**config.mk**
```make
export PLATFORM = sky130hd
export DESIGN_NAME = vdd_step_div
export DESIGN_NICKNAME = d
export VERILOG_FILES = /design/src/assert_macros.svh /design/src/vdd_pkg.sv /design/src/vdd_step_div.sv
export SDC_FILE = /design/constraint.sdc
export NUM_CORES = 1
export LEC_CHECK = 0
export BUFFER_PORTS_ARGS = -buffer_cell sky130_fd_sc_hd__buf_4
export CAP_MARGIN = 30
export CORE_AREA = 3 3 60 84
export DETAILED_ROUTE_END_ITERATION = 10
export DIE_AREA = 0 0 63 87
export PLACE_DENSITY_LB_ADDON = 0.2
export REMOVE_ABC_BUFFERS = 1
export SYNTH_ARGS = -nofsm -noshare
export SYNTH_HDL_FRONTEND = slang
export SYNTH_SLANG_ARGS = --single-unit
```
**constraint.sdc**
```tcl
create_clock -name clk_i -period 3.77 [get_ports clk_i]
set_clock_uncertainty 0.1 [all_clocks]
set_input_delay 0.754 -clock clk_i [delete_from_list [all_inputs] [get_ports clk_i]]
set_output_delay 0.754 -clock clk_i [all_outputs]
set_load 0.01 [all_outputs]
```
**src/assert_macros.svh**
```systemverilog
// ----------------------------------------------------------------------------
// Assertion macros
// Concurrent assertion wrappers; they expand to nothing in synthesis.
// ----------------------------------------------------------------------------
`ifndef ASSERT_MACROS_SVH
`define ASSERT_MACROS_SVH
`ifndef SYNTHESIS
// checked on every rising edge outside of reset
`define ASSERT_RST(name, clk, rstn, prop) \
  name: assert property (@(posedge clk) disable iff (!rstn) prop) \
    else $error("assertion failed");
// checked on every rising edge, reset included
`define ASSERT_ALWAYS(name, clk, prop) \
  name: assert property (@(posedge clk) prop) else $error("assertion failed");
`else
`define ASSERT_RST(name, clk, rstn, prop)
`define ASSERT_ALWAYS(name, clk, prop)
`endif
`endif

```
**src/vdd_pkg.sv**
```systemverilog
// ----------------------------------------------------------------------------
// vdd_pkg
// Shared constants, register indexes and pipeline word types of the
// voxel dissolve block.
// ----------------------------------------------------------------------------
package vdd_pkg;

  localparam int FRAC_BITS  = 12;
  localparam int DATA_WIDTH = 16;

  // dissolve_speed register width and the step quotient width
  localparam int SPD_W  = 13;
  localparam int STEP_W = FRAC_BITS + 1;
  localparam int CNT_W  = $clog2(STEP_W);
  localparam int CMP_W  = (DATA_WIDTH > STEP_W) ? DATA_WIDTH : STEP_W;
  localparam int PROD_W = DATA_WIDTH + CMP_W;

  localparam int CFG_IDX_W  = 2;
  localparam int CFG_DATA_W = SPD_W;

  localparam logic [STEP_W-1:0] OneFix = STEP_W'(1) << FRAC_BITS;

  typedef enum logic [CFG_IDX_W-1:0] {
    REG_SPEED    = 2'd0,
    REG_EXP_MODE = 2'd1,
    REG_HEAT_EN  = 2'd2,
    REG_COLOR_EN = 2'd3
  } vdd_reg_e;

  typedef logic [DATA_WIDTH-1:0] data_t;
  typedef logic [PROD_W-1:0]     prod_t;

  typedef struct packed {
    logic [STEP_W-1:0] step;
    logic              exp_mode;
    logic              heat_en;
    logic              color_en;
    logic              busy;
  } vdd_cfg_t;

  // one voxel; heat is carried as raw two's complement bits
  typedef struct packed {
    data_t density;
    data_t heat;
    data_t red;
    data_t green;
    data_t blue;
    logic  last;
  } vdd_item_t;

  typedef struct packed {
    data_t             density;
    data_t             nd_lin;
    data_t             heat_raw;
    data_t             heat_lin;
    data_t             hmag;
    logic              hneg;
    data_t [2:0]       col;
    logic              last;
    logic [STEP_W-1:0] fac;
  } vdd_prep_t;

  typedef struct packed {
    data_t       density;
    data_t       nd_lin;
    data_t       heat_raw;
    data_t       heat_lin;
    logic        hneg;
    prod_t       pd;
    prod_t       ph;
    prod_t [2:0] pc;
    data_t [2:0] col_raw;
    logic        last;
  } vdd_mul_t;

endpackage

```
**src/vdd_step_div.sv**
```systemverilog
// ----------------------------------------------------------------------------
// vdd_step_div
// Bit-serial divider computing step = floor(ONE / speed) after a write of
// the speed register, one quotient bit per cycle.
// ----------------------------------------------------------------------------
module vdd_step_div import vdd_pkg::*; (
  input  logic              clk_i,
  input  logic              rst_ni,
  input  logic              start_i,
  input  logic [SPD_W-1:0]  speed_i,
  output logic              busy_o,
  output logic [STEP_W-1:0] step_o
);

  logic              busy_q;
  logic [CNT_W-1:0]  cnt_q;
  logic [SPD_W-1:0]  rem_q;
  logic [STEP_W-1:0] step_q;

  logic [SPD_W-1:0] spd;
  logic [SPD_W:0]   trial;
  logic [SPD_W:0]   spd_ext;
  logic             num_bit;
  logic             ge;

  always_comb begin
    // speed zero behaves as one
    spd     = (speed_i == '0) ? SPD_W'(1) : speed_i;
    spd_ext = {1'b0, spd};
    // numerator ONE has a single set bit
    num_bit = (cnt_q == CNT_W'(FRAC_BITS));
    trial   = {rem_q, num_bit};
    ge      = (trial >= spd_ext);
  end

  always_ff @(posedge clk_i or negedge rst_ni) begin
    if (!rst_ni) begin
      busy_q <= 1'b0;
      cnt_q  <= '0;
      rem_q  <= '0;
      step_q <= OneFix;
    end else if (start_i) begin
      busy_q <= 1'b1;
      cnt_q  <= CNT_W'(STEP_W - 1);
      rem_q  <= '0;
      step_q <= '0;
    end else if (busy_q) begin
      rem_q  <= ge ? SPD_W'(trial - spd_ext) : trial[SPD_W-1:0];
      step_q <= {step_q[STEP_W-2:0], ge};
      if (cnt_q == '0) begin
        busy_q <= 1'b0;
      end else begin
        cnt_q <= cnt_q - 1'b1;
      end
    end
  end

  assign busy_o = busy_q;
  assign step_o = step_q;

endmodule

```
==> results.md <==
- Critical Path Sink Type: flip-flop
- Number of global-route vias before repair: 1727
- Status: finished clean
- Layout Nets: 294
- Drt total wl: 4474 µm
- Cell count after synthesis: 233
- Endpoints failing hold: 0
- CTS Sinks: 31
- Num CTS Buffers: 5
- Routed len/inst: 13.85 µm
- CTS Root Cell: clkbuf_8
- VDD IR-drop max: 310.4 µV
- FMAX: 287.0 MHz
- H-tree levels: 2
- Worst Tran Pin Value: 0.4924 ns
- Resize count post-CTS: 0
- Max-slew violations: 0
- Max Buffers Root-to-Sink: 2
- DP Area: 0.002414 mm²
- Die height: 87 µm
- I/O pin cnt: 30
- Final Wtd Congestion: 0.8679
- Post-synthesis register bit count: 31
- # diodes: 0
- Adder-Cell Fraction of Synth Area: 0.09708
- CP Data Arrival Time: 3.55 ns
- Area growth from synthesis to layout: 17.49%
- Post-route cell area: 0.002514 mm²
- CTS clock-pin slew for the worst setup and hold paths: 0.07 ns
- Critical path cell sequence: buf_4, nor4_1, a31o_2, ha_1, inv_1, fa_1, a21o_1, a21oi_1, o221ai_1, a211oi_1, xnor2_1, a211o_1
- Via-to-Cell Ratio: 5.399
- Register-to-register setup slack: 0.80 ns
- Commonest cells after routing, fill and taps aside: nor2_1 (35), buf_4 (33), dfrtp_1 (30)
- Largest cells by area after synthesis: dfrtp_1 (35%), mux2i_1 (9.8%), ha_1 (8.8%), nor2_1 (6.1%), a211oi_1 (3.5%)
- Synth Flop Type: dfrtp_1
- Buffers on Ports: 29
- Setup bufs post-CTS: 0
- Die Span X: 63 µm
- Post-layout min period: 3.484 ns
- Pre-antenna DRT Iters: 4
- Synth warn: 0
- Reg2Reg Launch Point: cnt_q[0]
- Fin util: 0.5833
- First DRT Iteration DRCs: 70
- Placed Cells: 315
- Pin count of the biggest net entering global routing: 44
- Overall Global Routing Usage: 0.1784
- Post-DP HPWL: 3347 µm
- Post-synth EDFFs: 0
- Hold_buf cts: 0
- Top-area cell type share of the netlist area: 0.3509
- Final Power: 1.634 mW
- Commonest non-fill, non-tap cell in the layout: nor2_1
- Final setup TNS: 0 ns
- Dominant cell type by area after synthesis: dfrtp_1
- Main combinational cell family by area after synthesis: simple AND/OR/NAND/NOR gates
- Asr flop ratio synth: 1.000
- Share of post-route cells with drive strength above 1: 0.1787
- Die area: 0.005481 mm²
- Worst-case reg-to-reg path depth: 12
- CORE AREA: 0.004309 mm²
- Compound-cell area share of the yosys netlist: 0.1608
- Max-slew headroom: 0.6687
- CP Buf/Inv Count: 2
- Synthesized area: 0.002140 mm²
- Post-DRT Antenna Nets: 0
- Slowest cell delay on critical path: 0.47 ns
- PwrDens: 649.8 mW/mm²
- Residual DRC: 0
- First-pass GRT wire length: 7921 µm
- Avg Inst Size Synth: 9.183 µm²
- Synth Area in XOR/XNOR: 0.04503
- Startpoint Class: input pin
- Final period util: 0.9242
- CTS tree: done
- Later-pin clock latency in the skew report: 0.28 ns
- GRT overflow: 0
- CP max stage cell: nor4_1
- DR vias: 1744
- Setup Crit Path Kind: in -> reg
- Critical Path RT: 3.84 ns
- Leakage power: 1.386 nW
- MaxCap Viol Count: 0
- Final setup viols: 0
- Synth Area in Simple Gates: 0.1760
- Initial core utilization: 0.4965
- Initial antenna violation count: 0
- Site Rows: 28
- Seq/Total Area, Yosys: 0.3632
- Worst Hold Class: in -> async
- Yosys cell types: 41
- CP delay by family, top: compound AO/OA/AOI/OAI gates
- Worst-path fanout max: 2
- Non-filler cells in the finished layout: 323
- Reg2reg end: rem_q[12]
- RSZ-0062 raised after global routing: no
- Multiplexer share of the synthesized area: 0.1035
## sequential cells by signal, indices dropped and copies added, names as in the netlist
| register | flops |
|---|---|
| busy_o | 1 |
| rem_q | 13 |
| step_o | 13 |
| cnt_q | 4 |
## synth_stat cells (all sizes together) (5+ instances only)
master  number
nor2        35
dfrtp       30
mux2i       21
inv         18
ha          15
nand2       11
a211oi      10
a21oi       10
clkbuf       9
nand2b       8
xnor2        8
a21o         5
nor4         5
## cells by family (layout without fill, tap and decap cells)
family | after synthesis | after routing
and+or+nand+nor | 78 | 78
AOI/OAI and AO/OA | 46 | 46
DFF | 31 | 31
buffers and inverters | 29 | 59
muxes | 22 | 22
adders and majority gates | 16 | 16
xor gates and xnor gates | 11 | 11
## through the flow
stage / hold WS (ns) / setup slack (ns)
finish: 0.2965 / 0.2859
global route: 0.3209 / 0.1150
CTS: 0.3137 / 0.2877
detailed placement: 0.4355 / 0.004725
global placement: 0.4184 / 0.1085
floorplan: 0.3584 / 0.3474
## worst reg2reg max path, stage by stage (launching register included)
cell and delay [ns]:
dfrtp_1 0.36, inv_1 0.08, ha_1 0.21, nand3_1 0.11, ha_1 0.17, inv_1 0.05, fa_1 0.40, a21o_1 0.21
a21oi_1 0.23, o221ai_1 0.19, a211oi_1 0.35, xnor2_1 0.11, a211o_1 0.29
## routing by layer
layer | wire [µm] | GRT usage | vias to the layer above
met2 | 2191 | 0.3036 | 37
met1 | 2039 | 0.2266 | 814
li1 | - | - | 887
met5 | 0 | 0 | -
met4 | 51 | 0.05622 | 0
met3 | 191 | 0.03618 | 6
## area by class of cell
class / instances / area, µm²
fill: 386 / 1795
multi-input combinational: 173 / 1246
sequential: 31 / 777.0
timing repair buffer: 33 / 247.7
clock buffer: 8 / 100.1
tap: 60 / 75.07
inverter: 18 / 67.56
## worst max path at each step
stage	from	endpoint	slack [ns]	cells past startpoint
6_report	speed_i[8]	rem_q[12]	0.29	12
5_1_grt	speed_i[8]	rem_q[12]	0.12	12
4_1_cts	speed_i[8]	rem_q[12]	0.29	12
3_5_place_dp	speed_i[8]	rem_q[12]	0.005	12
3_3_place_gp	speed_i[8]	rem_q[12]	0.11	12
2_1_floorplan	speed_i[4]	rem_q[0]	0.35	11
## report_power, final
| part | internal, mW | switching (mW) | leakage [nW] |
|---|---|---|---|
| clock | 0.166 | 0.120 | 0.0515 |
| combinational | 0.413 | 0.455 | 0.926 |
| sequential | 0.408 | 0.0707 | 0.409 |
| total | 0.988 | 0.646 | 1.39 |
No activity file was read; power rests on OpenSTA's default activity.
