File: src/assert_macros.svh
// ----------------------------------------------------------------------------
// Assertion macros
// Concurrent assertion wrappers; they expand to nothing in synthesis.
// ----------------------------------------------------------------------------
`ifndef ASSERT_MACROS_SVH
`define ASSERT_MACROS_SVH
`ifndef SYNTHESIS
// checked on every rising edge outside of reset
`define ASSERT_RST(name, clk, rstn, prop) \
  name: assert property (@(posedge clk) disable iff (!rstn) prop) \
    else $error("assertion failed");
// checked on every rising edge, reset included
`define ASSERT_ALWAYS(name, clk, prop) \
  name: assert property (@(posedge clk) prop) else $error("assertion failed");
`else
`define ASSERT_RST(name, clk, rstn, prop)
`define ASSERT_ALWAYS(name, clk, prop)
`endif
`endif

File: src/vdd_pkg.sv
// ----------------------------------------------------------------------------
// vdd_pkg
// Shared constants, register indexes and pipeline word types of the
// voxel dissolve block.
// ----------------------------------------------------------------------------
package vdd_pkg;

  localparam int FRAC_BITS  = 12;
  localparam int DATA_WIDTH = 16;

  // dissolve_speed register width and the step quotient width
  localparam int SPD_W  = 13;
  localparam int STEP_W = FRAC_BITS + 1;
  localparam int CNT_W  = $clog2(STEP_W);
  localparam int CMP_W  = (DATA_WIDTH > STEP_W) ? DATA_WIDTH : STEP_W;
  localparam int PROD_W = DATA_WIDTH + CMP_W;

  localparam int CFG_IDX_W  = 2;
  localparam int CFG_DATA_W = SPD_W;

  localparam logic [STEP_W-1:0] OneFix = STEP_W'(1) << FRAC_BITS;

  typedef enum logic [CFG_IDX_W-1:0] {
    REG_SPEED    = 2'd0,
    REG_EXP_MODE = 2'd1,
    REG_HEAT_EN  = 2'd2,
    REG_COLOR_EN = 2'd3
  } vdd_reg_e;

  typedef logic [DATA_WIDTH-1:0] data_t;
  typedef logic [PROD_W-1:0]     prod_t;

  typedef struct packed {
    logic [STEP_W-1:0] step;
    logic              exp_mode;
    logic              heat_en;
    logic              color_en;
    logic              busy;
  } vdd_cfg_t;

  // one voxel; heat is carried as raw two's complement bits
  typedef struct packed {
    data_t density;
    data_t heat;
    data_t red;
    data_t green;
    data_t blue;
    logic  last;
  } vdd_item_t;

  typedef struct packed {
    data_t             density;
    data_t             nd_lin;
    data_t             heat_raw;
    data_t             heat_lin;
    data_t             hmag;
    logic              hneg;
    data_t [2:0]       col;
    logic              last;
    logic [STEP_W-1:0] fac;
  } vdd_prep_t;

  typedef struct packed {
    data_t       density;
    data_t       nd_lin;
    data_t       heat_raw;
    data_t       heat_lin;
    logic        hneg;
    prod_t       pd;
    prod_t       ph;
    prod_t [2:0] pc;
    data_t [2:0] col_raw;
    logic        last;
  } vdd_mul_t;

endpackage

File: src/vdd_front.sv
// ----------------------------------------------------------------------------
// vdd_front
// Input register, linear-mode arithmetic and the multiplier stage.
// ----------------------------------------------------------------------------
module vdd_front import vdd_pkg::*; (
  input  logic      clk_i,
  input  logic      rst_ni,
  input  vdd_cfg_t  cfg_i,
  input  logic      in_valid_i,
  output logic      in_ready_o,
  input  vdd_item_t in_item_i,
  output logic      out_valid_o,
  input  logic      out_ready_i,
  output vdd_mul_t  out_mul_o
);

  logic      v1_q, v2_q, v3_q;
  vdd_item_t s1_q;
  vdd_prep_t s2_q, s2_d;
  vdd_mul_t  s3_q, s3_d;
  logic      adv;

  logic [CMP_W-1:0] dens_ext;
  logic [CMP_W-1:0] step_ext;
  logic [CMP_W-1:0] hmag_ext;
  data_t            hmag;
  data_t            hdiff;
  logic             hneg;
  logic [CMP_W-1:0] mul_b;
  logic [CMP_W-1:0] fac_ext;

  // whole pipe moves when the last word can leave
  assign adv = !v3_q || out_ready_i;

  // stage 2: linear falloff and heat magnitude
  always_comb begin
    dens_ext = CMP_W'(s1_q.density);
    step_ext = CMP_W'(cfg_i.step);
    hneg     = s1_q.heat[DATA_WIDTH-1];
    hmag     = hneg ? data_t'(~s1_q.heat + 1'b1) : s1_q.heat;
    hmag_ext = CMP_W'(hmag);
    hdiff    = data_t'(hmag_ext - step_ext);

    s2_d.density  = s1_q.density;
    s2_d.nd_lin   = (dens_ext > step_ext) ? data_t'(dens_ext - step_ext) : '0;
    s2_d.heat_raw = s1_q.heat;
    s2_d.heat_lin = (hmag_ext < step_ext) ? '0 :
                    (hneg ? data_t'(~hdiff + 1'b1) : hdiff);
    s2_d.hmag     = hmag;
    s2_d.hneg     = hneg;
    s2_d.col[0]   = s1_q.red;
    s2_d.col[1]   = s1_q.green;
    s2_d.col[2]   = s1_q.blue;
    s2_d.last     = s1_q.last;
    s2_d.fac      = OneFix - cfg_i.step;
  end

  // stage 3: products; colors use fac or new density depending on mode
  always_comb begin
    fac_ext = CMP_W'(s2_q.fac);
    mul_b   = cfg_i.exp_mode ? fac_ext : CMP_W'(s2_q.nd_lin);

    s3_d.density  = s2_q.density;
    s3_d.nd_lin   = s2_q.nd_lin;
    s3_d.heat_raw = s2_q.heat_raw;
    s3_d.heat_lin = s2_q.heat_lin;
    s3_d.hneg     = s2_q.hneg;
    s3_d.pd       = prod_t'(s2_q.density) * prod_t'(fac_ext);
    s3_d.ph       = prod_t'(s2_q.hmag) * prod_t'(fac_ext);
    for (int i = 0; i < 3; i++) begin
      s3_d.pc[i]      = prod_t'(s2_q.col[i]) * prod_t'(mul_b);
      s3_d.col_raw[i] = s2_q.col[i];
    end
    s3_d.last     = s2_q.last;
  end

  always_ff @(posedge clk_i or negedge rst_ni) begin
    if (!rst_ni) begin
      v1_q <= 1'b0;
      v2_q <= 1'b0;
      v3_q <= 1'b0;
    end else if (adv) begin
      v1_q <= in_valid_i;
      v2_q <= v1_q;
      v3_q <= v2_q;
    end
  end

  always_ff @(posedge clk_i) begin
    if (adv && in_valid_i) begin
      s1_q <= in_item_i;
    end
    if (adv && v1_q) begin
      s2_q <= s2_d;
    end
    if (adv && v2_q) begin
      s3_q <= s3_d;
    end
  end

  assign in_ready_o  = adv;
  assign out_valid_o = v3_q;
  assign out_mul_o   = s3_q;

endmodule

File: config.mk
export PLATFORM = sky130hd
export DESIGN_NAME = vdd_front
export DESIGN_NICKNAME = d
export VERILOG_FILES = /design/src/assert_macros.svh /design/src/vdd_pkg.sv /design/src/vdd_front.sv
export SDC_FILE = /design/constraint.sdc
export NUM_CORES = 2
export LEC_CHECK = 0
export ABC_AREA = 0
export BUFFER_PORTS_ARGS = -buffer_cell sky130_fd_sc_hd__buf_2
export CAP_MARGIN = 10
export CORE_MARGIN = 2
export CORE_UTILIZATION = 55
export DETAILED_ROUTE_END_ITERATION = 6
export PLACE_DENSITY = 0.73
export RECOVER_POWER = 50
export SLEW_MARGIN = 20
export SYNTH_ARGS = -nofsm -noshare
export SYNTH_HDL_FRONTEND = slang
export SYNTH_SLANG_ARGS = --single-unit
File: constraint.sdc
create_clock -name clk_i -period 9.5 [get_ports clk_i]
set_input_delay 1.425 -clock clk_i [delete_from_list [all_inputs] [get_ports clk_i]]
set_output_delay 1.425 -clock clk_i [all_outputs]
set_load 0.02 [all_outputs]
==> results by stage <==
Final layout:
- The ratio of cells with drive above 1 in the final layout is under 10%.
- The area growth from synthesis to layout is 8.58%.
- The net total in the final layout is slightly above 7,000.
- Once layout is complete, the cells apart from fillers number between 6,000 and 7,000.
- The top cell types in the final layout, fill and taps aside, are inv_1 (1,080), fa_1 (892), nand2_1 (719).
- The area of combinational cells with multiple inputs is between 30,000 and 40,000 sq um.
- Registers take 14,800 sq um.
- The finished layout cell area is 60,400 sq um.
- Counting the fill cells in the layout gives around 8,300.
- The library cell used most frequently in the layout, excluding fill and tap cells, is inv_1.

Setup path:
- The endpoint identified for the worst register-to-register timing path is out_mul_o[143].
- The worst register-to-register path begins at fac_ext[2].
- The worst setup path is launched from a primary input.
- The slowest stage of the critical path belongs to the cell o31ai_1.
- The classification of the worst setup path is primary input to register.
- The setup slack on the worst flop-to-flop path is around 1500 ps.
- For the worst setup path, the data arrival time is about 9000 ps.
- Data on the critical path is required at its endpoint by between 9000 and 10,000 ps.
- The largest stage delay on the critical path is between 600 and 700 ps.
- The type of destination of the critical path is a register.
- The library cell appearing most often on the critical path is fa_1.
- The signal on the critical path passes through buf_2 -> mux2_2 -> buf_4 -> nand2_1 -> fa_1 -> inv_1 -> fa_1 -> fa_1 -> fa_1 -> fa_1 -> fa_1 -> ha_1 -> a21o_1 -> a21oi_1 -> o21bai_1 -> or3_1 -> o31ai_1 -> o21ai_1 -> a221oi_1 -> o21ai_0 -> a21oi_1 -> xnor2_1.
- Along the worst path, the maximum fanout reaches 16.
- The worst register-to-register path has a depth of 24.

GRT:
- The via count of the first global-routing pass is about 40,000.
- The maximum number of pins on one net before global-route repair is approximately 80.
- For this run, the total global-route usage over all layers was measured as 26.0%.
- The initial antenna violation count is 8.
- The sum of overflow across all layers after global routing is 0.
- The first global-routing pass estimated between 200 and 250 mm of wire.

Die:
- The total area inside the core boundary comes to between 100,000 and 150,000 sq um.
- The die height is around 320 um.
- For this configuration, the core starts out at a cell density of between 50 and 60%.
- The floorplan has 116 rows.
- The I/O pin total is roughly 380.
- The die covers 104,000 sq um.
- The floorplan step set the die width to 322 um.

Placement:
- The count of buffers from port buffering is 368.
- In this run the cell area measured after placement is around 59,000 sq um.
- The placed instance count is approximately 6,800.
- The placed wire-length estimate after detailed placement is 100 mm.
- The final estimated routing congestion in global placement is around 0.90.

STA:
- The maximum clock rate is approximately 120 MHz.
- Clock skew on the completed layout was measured at between 50 and 60 ps.
- The final critical path takes up 88.5% of the cycle.
- In the final timing run, aggregate negative setup slack is 0 ps.
- At the pin with the least slew margin, the transition time is roughly 4500 ps.
- The clock period minus worst slack is between 8000 and 9000 ps.
- Setup repair after global routing left no endpoint under its margin.
- The number of hold-slack violations in the final timing report is 0.
- The final setup violation count is 0.
- The final count of pins violating max slew is 218.
- Hold is met by approximately 420 ps.
- In this run the tightest slew margin relative to its limit is -197%.

Min path:
- The path class of the tightest hold or removal check is register to register.
- The number of cells traversed by the worst hold path is 0.
- The end point of the worst hold path is s2_q[57].
- In this run the most critical hold path is launched from s1_q[12].

Clocking:
- The clock edge transition at the registers on the reported setup and hold paths is roughly 60 ps.
- Buffers inserted during clock tree synthesis total 57.
- The clock tree from TritonCTS is built.
- The number of post-CTS setup repair buffers is 0.
- Hold repair after CTS inserted 0 buffers.
- The cell at the root of the clock tree is clkbuf_16.
- The longest clock path from root to sink contains 3 buffers.
- The H-tree depth is 2.
- The post-cts gate resize count is 0.
- The clock network latency to the later pin of the worst-skew pair is ~700 ps.
- The number of sinks handled by clock tree synthesis is approximately 500.

Yosys:
- After synthesis the netlist holds a flip-flop and latch count of 492.
- The share of the synthesized area in the top cell type is between 30% and 40%.
- Each instance of the synthesized netlist takes up on average about 10 sq um.
- The number of warning messages in the yosys log is 0.
- The number of flops mapped to enable cells by yosys is a little under 500.
- In this run the cell area of the synthesized design comes to 55,600 sq um.
- The proportion of synthesized chip area in sequential cells is roughly a quarter.
- The count of distinct cell types in the synthesized netlist is 75.
- The biggest area contributor in the post-synthesis netlist is fa_1.
- In the synthesized netlist the dominant register cell turns out to be edfxtp_1.
- After synthesis, the cell types taking the most area are fa_1 (32%), edfxtp_1 (26%), ha_1 (11%).
- The synthesized instance count is ~5,300.
- The async set-reset flop share out of synthesis is less than 1%.

Routing:
- After detailed routing, the wire length on met1 is around 54 mm.
- After detailed routing, the met2 layer carries just over 60 mm of wire.
- The number of nets with antenna violations after routing is 0.
- The routed wire length is between 100 and 150 mm.
- The DRC violations left is 0.
- The mean number of vias per cell is roughly 5.4.
- The via total after detailed routing is 37,700.
- The routed length per placed instance is approximately 19 um.
- The met3 wire length is 10.5 mm.
- The number of iterations in the first detailed-routing pass is 6.
- The first-iteration detailed-routing DRC count is between 2,000 and 2,500.
- The highest metal layer carrying signal wires in the routed design is met4.

Run:
- Max-cap violations in this run came to 5.

Status:
- The run finished, with violations left.
- The checks that failed: capacitance limit, slew limit.
cells in the mapped netlist, drive strengths merged, types with 24 or more instances:
| master | instances |
|---|---|
| inv | 1080 |
| fa | 892 |
| nand2 | 719 |
| and2 | 542 |
| edfxtp | 489 |
| ha | 489 |
| clkbuf | 209 |
| xnor2 | 150 |
| nor2 | 129 |
| a21oi | 98 |
| o21ai | 74 |
| a21o | 48 |
| nor3 | 33 |
| xor2 | 30 |
| nand3 | 24 |
cell type report:
cell class                 count  share of cell area (%)
multi-input combinational   3525                    59.6
sequential                   492                    24.5
inverter                    1080                    6.72
timing repair buffer         431                    3.37
tap                         1298                    2.69
clock buffer                  59                    2.38
clock inverter                48                   0.794
antenna                        5                  0.0207
logic make-up after synthesis:
kind of cell    after synthesis  share of synthesized area (%)
simple gates               1570                           13.8
fa+ha+maj                  1381                           43.1
buf+inv                    1299                           8.85
flops                       492                           26.5
compound gates              370                           4.46
xor+xnor                    180                           2.84
mux                          18                          0.360
other cells                   1                        0.00675
registers in the layout, summed over array words and instances (netlist names):
name	cells
hneg	1
v2_q	1
dens_ext	16
v1_q	1
s1_q	64
s2_q	128
out_valid_o	1
out_mul_o	267
fac_ext	13
how the worst max path moves through the flow:
stage,from,end,slack (ps),depth (start not counted)
after global placement,cfg_i[3],out_mul_o[143],600,22
after global routing,cfg_i[3],out_mul_o[144],720,25
after detailed placement,cfg_i[3],out_mul_o[143],500,24
after CTS,cfg_i[3],out_mul_o[143],1250,22
after floorplan,out_ready_i,out_mul_o[0],870,3
final,cfg_i[3],out_mul_o[143],1090,22
critical path: cells and delay by family:
family	cells	cell delay [ps]
buffers and inverters	3	750
AO/OA/AOI/OAI	8	2180
XOR/XNOR	1	90
multiplexers	1	590
adder cells (fa/ha/maj)	7	3350
AND/OR/NAND/NOR	2	420
routing by layer:
metal | vias to the layer above | GRT usage, %
met3 | 243 | 5.01
met5 | - | 0
met2 | 1316 | 41.9
met1 | 19100 | 35.3
met4 | 0 | 9.14
li1 | 17000 | -
metrics by stage:
| step | worst slack (ps) | utilization [%] |
|---|---|---|
| finish | 1090 | 60.3 |
| global route | 723 | 60.3 |
| CTS | 1250 | 60.6 |
| detailed placement | 497 | 58.7 |
| global placement | 597 | 58.7 |
| floorplan | 871 | - |
Power is not shown: default switching activity piles up to over one toggle a cycle in this logic, so the estimate is an artifact.
